$ cat src/sv/maes_pkg.sv
// Package for the masked AES-128 encryption core: S-box, round helpers, FSM type.
// No dependencies.
`timescale 1ns / 1ps

package maes_pkg;

    localparam int unsigned BLOCK_W = 128;
    localparam int unsigned HALF_W  = 64;
    localparam int unsigned BYTE_W  = 8;
    localparam int unsigned NUM_ROUNDS = 10;
    localparam int unsigned ROUND_W = 4;
    localparam int unsigned CFG_IDX_W = 1;
    localparam logic [CFG_IDX_W-1:0] REG_KEY_HIGH = 1'b0;
    localparam logic [CFG_IDX_W-1:0] REG_KEY_LOW  = 1'b1;

    typedef enum logic [1:0] {
        ST_IDLE,
        ST_ROUND,
        ST_DONE
    } state_t;

    typedef struct packed {
        logic load;
        logic step;
    } ctrl_t;

    function automatic logic [7:0] sbox(input logic [7:0] x);
        logic [7:0] r;
        case (x)
            8'h00: r=8'h63; 8'h01: r=8'h7C; 8'h02: r=8'h77; 8'h03: r=8'h7B;
            8'h04: r=8'hF2; 8'h05: r=8'h6B; 8'h06: r=8'h6F; 8'h07: r=8'hC5;
            8'h08: r=8'h30; 8'h09: r=8'h01; 8'h0A: r=8'h67; 8'h0B: r=8'h2B;
            8'h0C: r=8'hFE; 8'h0D: r=8'hD7; 8'h0E: r=8'hAB; 8'h0F: r=8'h76;
            8'h10: r=8'hCA; 8'h11: r=8'h82; 8'h12: r=8'hC9; 8'h13: r=8'h7D;
            8'h14: r=8'hFA; 8'h15: r=8'h59; 8'h16: r=8'h47; 8'h17: r=8'hF0;
            8'h18: r=8'hAD; 8'h19: r=8'hD4; 8'h1A: r=8'hA2; 8'h1B: r=8'hAF;
            8'h1C: r=8'h9C; 8'h1D: r=8'hA4; 8'h1E: r=8'h72; 8'h1F: r=8'hC0;
            8'h20: r=8'hB7; 8'h21: r=8'hFD; 8'h22: r=8'h93; 8'h23: r=8'h26;
            8'h24: r=8'h36; 8'h25: r=8'h3F; 8'h26: r=8'hF7; 8'h27: r=8'hCC;
            8'h28: r=8'h34; 8'h29: r=8'hA5; 8'h2A: r=8'hE5; 8'h2B: r=8'hF1;
            8'h2C: r=8'h71; 8'h2D: r=8'hD8; 8'h2E: r=8'h31; 8'h2F: r=8'h15;
            8'h30: r=8'h04; 8'h31: r=8'hC7; 8'h32: r=8'h23; 8'h33: r=8'hC3;
            8'h34: r=8'h18; 8'h35: r=8'h96; 8'h36: r=8'h05; 8'h37: r=8'h9A;
            8'h38: r=8'h07; 8'h39: r=8'h12; 8'h3A: r=8'h80; 8'h3B: r=8'hE2;
            8'h3C: r=8'hEB; 8'h3D: r=8'h27; 8'h3E: r=8'hB2; 8'h3F: r=8'h75;
            8'h40: r=8'h09; 8'h41: r=8'h83; 8'h42: r=8'h2C; 8'h43: r=8'h1A;
            8'h44: r=8'h1B; 8'h45: r=8'h6E; 8'h46: r=8'h5A; 8'h47: r=8'hA0;
            8'h48: r=8'h52; 8'h49: r=8'h3B; 8'h4A: r=8'hD6; 8'h4B: r=8'hB3;
            8'h4C: r=8'h29; 8'h4D: r=8'hE3; 8'h4E: r=8'h2F; 8'h4F: r=8'h84;
            8'h50: r=8'h53; 8'h51: r=8'hD1; 8'h52: r=8'h00; 8'h53: r=8'hED;
            8'h54: r=8'h20; 8'h55: r=8'hFC; 8'h56: r=8'hB1; 8'h57: r=8'h5B;
            8'h58: r=8'h6A; 8'h59: r=8'hCB; 8'h5A: r=8'hBE; 8'h5B: r=8'h39;
            8'h5C: r=8'h4A; 8'h5D: r=8'h4C; 8'h5E: r=8'h58; 8'h5F: r=8'hCF;
            8'h60: r=8'hD0; 8'h61: r=8'hEF; 8'h62: r=8'hAA; 8'h63: r=8'hFB;
            8'h64: r=8'h43; 8'h65: r=8'h4D; 8'h66: r=8'h33; 8'h67: r=8'h85;
            8'h68: r=8'h45; 8'h69: r=8'hF9; 8'h6A: r=8'h02; 8'h6B: r=8'h7F;
            8'h6C: r=8'h50; 8'h6D: r=8'h3C; 8'h6E: r=8'h9F; 8'h6F: r=8'hA8;
            8'h70: r=8'h51; 8'h71: r=8'hA3; 8'h72: r=8'h40; 8'h73: r=8'h8F;
            8'h74: r=8'h92; 8'h75: r=8'h9D; 8'h76: r=8'h38; 8'h77: r=8'hF5;
            8'h78: r=8'hBC; 8'h79: r=8'hB6; 8'h7A: r=8'hDA; 8'h7B: r=8'h21;
            8'h7C: r=8'h10; 8'h7D: r=8'hFF; 8'h7E: r=8'hF3; 8'h7F: r=8'hD2;
            8'h80: r=8'hCD; 8'h81: r=8'h0C; 8'h82: r=8'h13; 8'h83: r=8'hEC;
            8'h84: r=8'h5F; 8'h85: r=8'h97; 8'h86: r=8'h44; 8'h87: r=8'h17;
            8'h88: r=8'hC4; 8'h89: r=8'hA7; 8'h8A: r=8'h7E; 8'h8B: r=8'h3D;
            8'h8C: r=8'h64; 8'h8D: r=8'h5D; 8'h8E: r=8'h19; 8'h8F: r=8'h73;
            8'h90: r=8'h60; 8'h91: r=8'h81; 8'h92: r=8'h4F; 8'h93: r=8'hDC;
            8'h94: r=8'h22; 8'h95: r=8'h2A; 8'h96: r=8'h90; 8'h97: r=8'h88;
            8'h98: r=8'h46; 8'h99: r=8'hEE; 8'h9A: r=8'hB8; 8'h9B: r=8'h14;
            8'h9C: r=8'hDE; 8'h9D: r=8'h5E; 8'h9E: r=8'h0B; 8'h9F: r=8'hDB;
            8'hA0: r=8'hE0; 8'hA1: r=8'h32; 8'hA2: r=8'h3A; 8'hA3: r=8'h0A;
            8'hA4: r=8'h49; 8'hA5: r=8'h06; 8'hA6: r=8'h24; 8'hA7: r=8'h5C;
            8'hA8: r=8'hC2; 8'hA9: r=8'hD3; 8'hAA: r=8'hAC; 8'hAB: r=8'h62;
            8'hAC: r=8'h91; 8'hAD: r=8'h95; 8'hAE: r=8'hE4; 8'hAF: r=8'h79;
            8'hB0: r=8'hE7; 8'hB1: r=8'hC8; 8'hB2: r=8'h37; 8'hB3: r=8'h6D;
            8'hB4: r=8'h8D; 8'hB5: r=8'hD5; 8'hB6: r=8'h4E; 8'hB7: r=8'hA9;
            8'hB8: r=8'h6C; 8'hB9: r=8'h56; 8'hBA: r=8'hF4; 8'hBB: r=8'hEA;
            8'hBC: r=8'h65; 8'hBD: r=8'h7A; 8'hBE: r=8'hAE; 8'hBF: r=8'h08;
            8'hC0: r=8'hBA; 8'hC1: r=8'h78; 8'hC2: r=8'h25; 8'hC3: r=8'h2E;
            8'hC4: r=8'h1C; 8'hC5: r=8'hA6; 8'hC6: r=8'hB4; 8'hC7: r=8'hC6;
            8'hC8: r=8'hE8; 8'hC9: r=8'hDD; 8'hCA: r=8'h74; 8'hCB: r=8'h1F;
            8'hCC: r=8'h4B; 8'hCD: r=8'hBD; 8'hCE: r=8'h8B; 8'hCF: r=8'h8A;
            8'hD0: r=8'h70; 8'hD1: r=8'h3E; 8'hD2: r=8'hB5; 8'hD3: r=8'h66;
            8'hD4: r=8'h48; 8'hD5: r=8'h03; 8'hD6: r=8'hF6; 8'hD7: r=8'h0E;
            8'hD8: r=8'h61; 8'hD9: r=8'h35; 8'hDA: r=8'h57; 8'hDB: r=8'hB9;
            8'hDC: r=8'h86; 8'hDD: r=8'hC1; 8'hDE: r=8'h1D; 8'hDF: r=8'h9E;
            8'hE0: r=8'hE1; 8'hE1: r=8'hF8; 8'hE2: r=8'h98; 8'hE3: r=8'h11;
            8'hE4: r=8'h69; 8'hE5: r=8'hD9; 8'hE6: r=8'h8E; 8'hE7: r=8'h94;
            8'hE8: r=8'h9B; 8'hE9: r=8'h1E; 8'hEA: r=8'h87; 8'hEB: r=8'hE9;
            8'hEC: r=8'hCE; 8'hED: r=8'h55; 8'hEE: r=8'h28; 8'hEF: r=8'hDF;
            8'hF0: r=8'h8C; 8'hF1: r=8'hA1; 8'hF2: r=8'h89; 8'hF3: r=8'h0D;
            8'hF4: r=8'hBF; 8'hF5: r=8'hE6; 8'hF6: r=8'h42; 8'hF7: r=8'h68;
            8'hF8: r=8'h41; 8'hF9: r=8'h99; 8'hFA: r=8'h2D; 8'hFB: r=8'h0F;
            8'hFC: r=8'hB0; 8'hFD: r=8'h54; 8'hFE: r=8'hBB; 8'hFF: r=8'h16;
            default: r = 8'h00;
        endcase
        return r;
    endfunction

    // xtime in GF(2^8)
    function automatic logic [7:0] dbl(input logic [7:0] a);
        return {a[6:0], 1'b0} ^ (a[7] ? 8'h1B : 8'h00);
    endfunction

    // byte i of a 128-bit state, byte 0 in the top bits
    function automatic logic [7:0] get_byte(input logic [127:0] s, input int i);
        return s[127-8*i -: 8];
    endfunction

    // MixColumns on all four columns
    function automatic logic [127:0] mix(input logic [127:0] s);
        logic [127:0] o;
        logic [7:0] a, b, x, d;
        for (int c = 0; c < 4; c++)
        begin
            a = s[127-32*c -: 8];
            b = s[119-32*c -: 8];
            x = s[111-32*c -: 8];
            d = s[103-32*c -: 8];
            o[127-32*c -: 8] = dbl(a) ^ dbl(b) ^ b ^ x ^ d;
            o[119-32*c -: 8] = a ^ dbl(b) ^ dbl(x) ^ x ^ d;
            o[111-32*c -: 8] = a ^ b ^ dbl(x) ^ dbl(d) ^ d;
            o[103-32*c -: 8] = dbl(a) ^ a ^ b ^ x ^ dbl(d);
        end
        return o;
    endfunction

    function automatic logic [7:0] rcon(input logic [3:0] r);
        logic [7:0] v;
        case (r)
            4'd0: v = 8'h01; 4'd1: v = 8'h02; 4'd2: v = 8'h04; 4'd3: v = 8'h08;
            4'd4: v = 8'h10; 4'd5: v = 8'h20; 4'd6: v = 8'h40; 4'd7: v = 8'h80;
            4'd8: v = 8'h1B; 4'd9: v = 8'h36;
            default: v = 8'h00;
        endcase
        return v;
    endfunction

endpackage

$ cat src/sv/maes_ctrl.sv
// Round sequencer for the masked AES core.
// Depends on maes_pkg.
`timescale 1ns / 1ps

module maes_ctrl
(
    input  logic                            clk,
    input  logic                            rst_n,
    input  logic                            in_valid,
    output logic                            in_ready,
    output logic                            out_valid,
    input  logic                            out_ready,
    output maes_pkg::ctrl_t                 ctrl,
    output logic [maes_pkg::ROUND_W-1:0]    round
);

    maes_pkg::state_t state_reg, state_next;
    logic [maes_pkg::ROUND_W-1:0] round_reg, round_next;

    // state registers
    always_ff @(posedge clk or negedge rst_n)
    begin
        if (!rst_n)
        begin
            state_reg <= maes_pkg::ST_IDLE;
            round_reg <= '0;
        end
        else
        begin
            state_reg <= state_next;
            round_reg <= round_next;
        end
    end

    // next state
    always_comb
    begin
        state_next = state_reg;
        round_next = round_reg;
        case (state_reg)
            maes_pkg::ST_IDLE:
            begin
                round_next = '0;
                if (in_valid)
                    state_next = maes_pkg::ST_ROUND;
            end
            maes_pkg::ST_ROUND:
            begin
                round_next = round_reg + 1'b1;
                if (round_reg == maes_pkg::ROUND_W'(maes_pkg::NUM_ROUNDS - 1))
                    state_next = maes_pkg::ST_DONE;
            end
            maes_pkg::ST_DONE:
            begin
                if (out_ready)
                    state_next = maes_pkg::ST_IDLE;
            end
            default: state_next = maes_pkg::ST_IDLE;
        endcase
    end

    // outputs
    always_comb
    begin
        in_ready  = 1'b0;
        out_valid = 1'b0;
        ctrl      = '0;
        case (state_reg)
            maes_pkg::ST_IDLE:
            begin
                in_ready  = 1'b1;
                ctrl.load = in_valid;
            end
            maes_pkg::ST_ROUND: ctrl.step = 1'b1;
            maes_pkg::ST_DONE:  out_valid = 1'b1;
            default: ;
        endcase
    end

    assign round = round_reg;

endmodule

$ cat config.mk
export PLATFORM = sky130hd
export DESIGN_NAME = maes_ctrl
export DESIGN_NICKNAME = d
export VERILOG_FILES = /design/src/sv/maes_pkg.sv /design/src/sv/maes_ctrl.sv
export SDC_FILE = /design/constraint.sdc
export NUM_CORES = 1
export LEC_CHECK = 0
export BUFFER_PORTS_ARGS = -buffer_cell sky130_fd_sc_hd__buf_2
export CELL_PAD_IN_SITES_DETAIL_PLACEMENT = 2
export CELL_PAD_IN_SITES_GLOBAL_PLACEMENT = 2
export CORE_AREA = 2 2 39 41
export DETAILED_ROUTE_END_ITERATION = 8
export DIE_AREA = 0 0 41 43
export HOLD_SLACK_MARGIN = 0.02
export PLACE_DENSITY = 0.66
export SYNTH_ARGS = -nofsm -noshare
export SYNTH_HDL_FRONTEND = slang
export SYNTH_SLANG_ARGS = --single-unit
$ cat constraint.sdc
create_clock -name clk -period 3.4 [get_ports clk]
set_clock_uncertainty 0.2 [all_clocks]
set_input_delay 0.51 -clock clk [delete_from_list [all_inputs] [get_ports clk]]
set_output_delay 0.51 -clock clk [all_outputs]
set_load 0.02 [all_outputs]
# Yosys cells after proc, flatten, opt, wreduce, memory -nomap -nowiden
# Index checks and enable logic that the tools add are counted.
dict set report word_totals {
  elab_cells 21
  regBits 6
  romBits 0
  mem_count 0
  latch_bits 0
  in_bits 4
  output_inout_bits 8
  mem_bits_rw 0
}
dict set report classes {
  reduce_logical 3
  order_cmp 0
  n_eq_ne 6
  n_mul 0
  div_mod_pow 0
  addsub 1
  mux 9
  n_bitwise 0
  shift 0
}
# cell count
set ops {}
lappend ops {{4-bit one-hot mux with 2 select lines} 1}
lappend ops {{2-bit 2-to-1 mux} 3}
lappend ops {{2-bit inequality test (second input constant)} 3}
lappend ops {{2-bit one-hot mux with 3 select lines} 1}
lappend ops {{4-bit by 1-bit adder with 4-bit output (second input constant)} 1}
lappend ops {{4-bit equality test (second input constant)} 1}
lappend ops {{1-bit 2-to-1 mux} 4}
lappend ops {{3-bit AND reduction} 1}
lappend ops {{2-bit by 1-bit equality test with 1-bit output (second input constant)} 1}
lappend ops {{2-bit equality test (second input constant)} 1}
lappend ops {{2-bit zero test} 1}
lappend ops {{2-bit nonzero test} 1}

# Longest topological paths before layout
dict set report logic_depth {
  depth_word 3
  mapped_depth 5
  mapped_depth_nobuf 5
}

# Worst setup path before layout
# No wires, ideal clock.
dict set report synth_path {
  path_kind {reg-to-output}
  from {register state_reg[1]}
  to {output port ctrl[1] (netlist bit)}
  n_path_buf 0
  slack_ps 1636
  path_stages_with_launch 3
  required_time_ps 2690
  arrival_ps 1054
  cell_sequence {dfrtp_1 -> nor2_1 -> and2_1}
}
# item line_no
set synth_rtl {}
lappend synth_rtl {{start, declared} maes_ctrl.sv:17} ;# maes_pkg::state_t state_reg, state_next;
lappend synth_rtl {{start signal, assigned} maes_ctrl.sv:25} ;# state_reg <= maes_pkg::ST_IDLE;
lappend synth_rtl {{start signal, assigned} maes_ctrl.sv:30} ;# state_reg <= state_next;
lappend synth_rtl {{end, declared} maes_ctrl.sv:13} ;# output maes_pkg::ctrl_t ctrl,

==> reports/metrics.cfg <==
[run_status]
run_status=complete, no violations

[power_and_ir_drop]
peakVddDrop_uv=226
totalPowerFinal_mw=0.365
p_int_mw=0.201
p_seq_share_pct=38.5
p_leak_nw=0.213
switchingPower_mw=0.164
p_comb_share_pct=43.7
power_density_nw_per_um2=852
clkPwrFrac_pct=17.8
swShare_pct=44.9

[cells_and_area]
nNetsFinal=55
drive_gt1_share_pct=38.3
synthToLayoutAreaGrowth_pct=33.6
diodes=0
largest_register_ffs=4

[setup_path]
cpLargestDelayFamily=flip-flops
cp_num_buf_inv=1
worstSetupStartpointType=register
cp_num_cells=3
cp-end-kind=output port
path_max_fanout=8
path_cells=nor2_1 -> and2_1 -> buf_2
critical_path_arrival_ns=1.14
regToRegEndpoint=state_reg[0]
cp_slowest_stage_delay_ns=0.46
crit_required_ns=2.69
crit_start=state_reg[1]
slowest_stage=dfrtp_1
rrSetupSlack_ns=2.11
endpoint=ctrl[1]
r2r-start=round[1]
reg2reg_depth=5
critPathKind=register to output port

[detailed_routing]
drc_errors=0
finalWirelength_um=814
postRouteAntennaNets=0
viasPerCell=4.62
via_count=291
dr.pass1.iters=1
wl_per_cell_um=12.9
drt_iter0_drc=0

[place]
place_congestion=0.735
io_buffers=11
hpwlAfterDp_um=644

[cts]
clock_latency_ns=0.24
clkTransAtPathRegs_ns=0.05
cts_tree=done
cts_buffer_depth=2
cts_root_buf=clkbuf_4
cts-buffers-inserted=3
post_cts_buffers=0
cts_sinks=6
h-tree-depth=1

[sta]
tightest_slew_ns=0.259
max_freq_mhz=540
setup_violations=0
fin_setup_tns_ns=0
finalCritPeriodShare_pct=54.5
hold_viol_final=0
period_needed_ns=1.85
slew-limit-headroom_pct=82.7
rsz0062_at_grt=false
slew_violations=0

[synth]
synthXorXnorAreaFrac_pct=0
synth_compound_area_share_pct=19.5
syn-cell-area_sq_um=320
syn_area_per_cell_sq_um=10.0
yosys.area_share.simple_pct=22.3
synth_cell_type_count=16
synth-seq-cells=6
synth_top_family_by_area=simple AND/OR/NAND/NOR gates
yosys_warnings=0
synthMuxAreaShare_pct=0
seq_area_frac_synth_pct=46.9
synthCells=32
synthAdderAreaFrac_pct=7.81
syn-num-nets=38

[global_route]
grt_usage_pct=12.0
grt_overflow=0
grt_pass1_wl_um=1350
antenna_found_initial=0
grt_pass1_vias=313
grt_max_degree=9

[floorplan]
die_x_um=41
die_h_um=43
rows=14
die_area_sq_um=1760
design.core.area_sq_um=1380
initial_core_util_pct=23.1
ios=12

[job]
cap_violations=0

[hold_path]
min_path_type=primary input to register

through the flow:
stage / cells / instance area [sq um] / setup slack, ns / utilization [%] / hold WS [ns]
floorplan: 32 / 320 / 1.64 / - / 0.0144
global placement: 59 / 395 / 1.81 / 28.6 / 0.142
detailed placement: 59 / 395 / 1.78 / 28.6 / 0.148
CTS: 63 / 428 / 1.51 / 30.9 / 0.246
global route: 63 / 428 / 1.43 / 30.9 / 0.243
finish: 63 / 428 / 1.55 / 30.9 / 0.249
cell usage in the layout, fill, tap and decap left out, drive strengths merged:
cell type	n
buf	11
dfrtp	6
nand2	5
o21ai	5
clkbuf	3
inv	3
nand2b	3
nand3	2
ha	2
nor2	1
and2	1
nor2b	1
o32ai	1
o311ai	1
a21oi	1
dlygate4sd3	1
synthesized netlist by cell type (all sizes together):
cell | n | area (sq um)
a21oi | 1 | 5.00
and2 | 1 | 6.26
dfrtp | 6 | 150
ha | 2 | 25.0
inv | 3 | 11.3
nand2 | 5 | 18.8
nand2b | 3 | 26.3
nand3 | 2 | 10.0
nor2 | 1 | 3.75
nor2b | 1 | 6.26
o21ai | 5 | 25.0
o311ai | 1 | 16.3
o32ai | 1 | 16.3
layout make-up:
cell class                 count  area (sq um)
sequential                     6           150
tap                           16          20.0
inverter                       3          11.3
multi-input combinational     23           159
clock buffer                   3          22.5
fill                         166           956
timing repair buffer          12          65.1
power groups by stage:
| stage | Clock, mW | Sequential [mW] | Combinational [mW] |
|---|---|---|---|
| 3_5_place_dp | 0 | 0.142 | 0.160 |
| 3_3_place_gp | 0 | 0.138 | 0.155 |
| 6_report | 0.0648 | 0.140 | 0.159 |
| 5_1_grt | 0.0742 | 0.148 | 0.179 |
| 4_1_cts | 0.0691 | 0.141 | 0.165 |
| 2_1_floorplan | 0 | 0.157 | 0.0848 |
routing by layer:
layer | up-vias | part of all wire (%) | GRT usage, %
li1 | 140 | - | -
met1 | 139 | 42 | 12.5
met2 | 12 | 50 | 18.8
met3 | 0 | 8.7 | 6.28
met4 | 0 | 0 | 6.00
met5 | - | 0 | 0
logic make-up (layout without fill, tap and decap cells):
family	Yosys count	in the layout
AO/OA/AOI/OAI	8	8
adder cells (fa/ha/maj)	2	2
buffers and inverters	3	18
flip-flops	6	6
AND/OR/NAND/NOR	13	13
timing repair:
item | 4_1_cts | 5_1_grt
resized for setup | 0 | 0
endpoints found under the hold margin | 6 | 0
hold buffers | 1 | 0
worst min path at each step:
stage | start | to | slack (ns) | cells after the start
finish | out_ready | state_reg[1] | 0.25 | 2
CTS | out_ready | state_reg[1] | 0.25 | 2
floorplan | rst_n | round[0] | 0.01 | 0
global route | out_ready | state_reg[1] | 0.24 | 2
global placement | rst_n | state_reg[1] | 0.14 | 1
detailed placement | rst_n | state_reg[1] | 0.15 | 1
worst reg2reg max path: stages (launching register included):
cell and delay (ns):
dfrtp_1 0.42, inv_1 0.08, ha_1 0.14, nand2_1 0.08, o21ai_0 0.16, a21oi_1 0.08
Power figures use the tool's default switching activity.
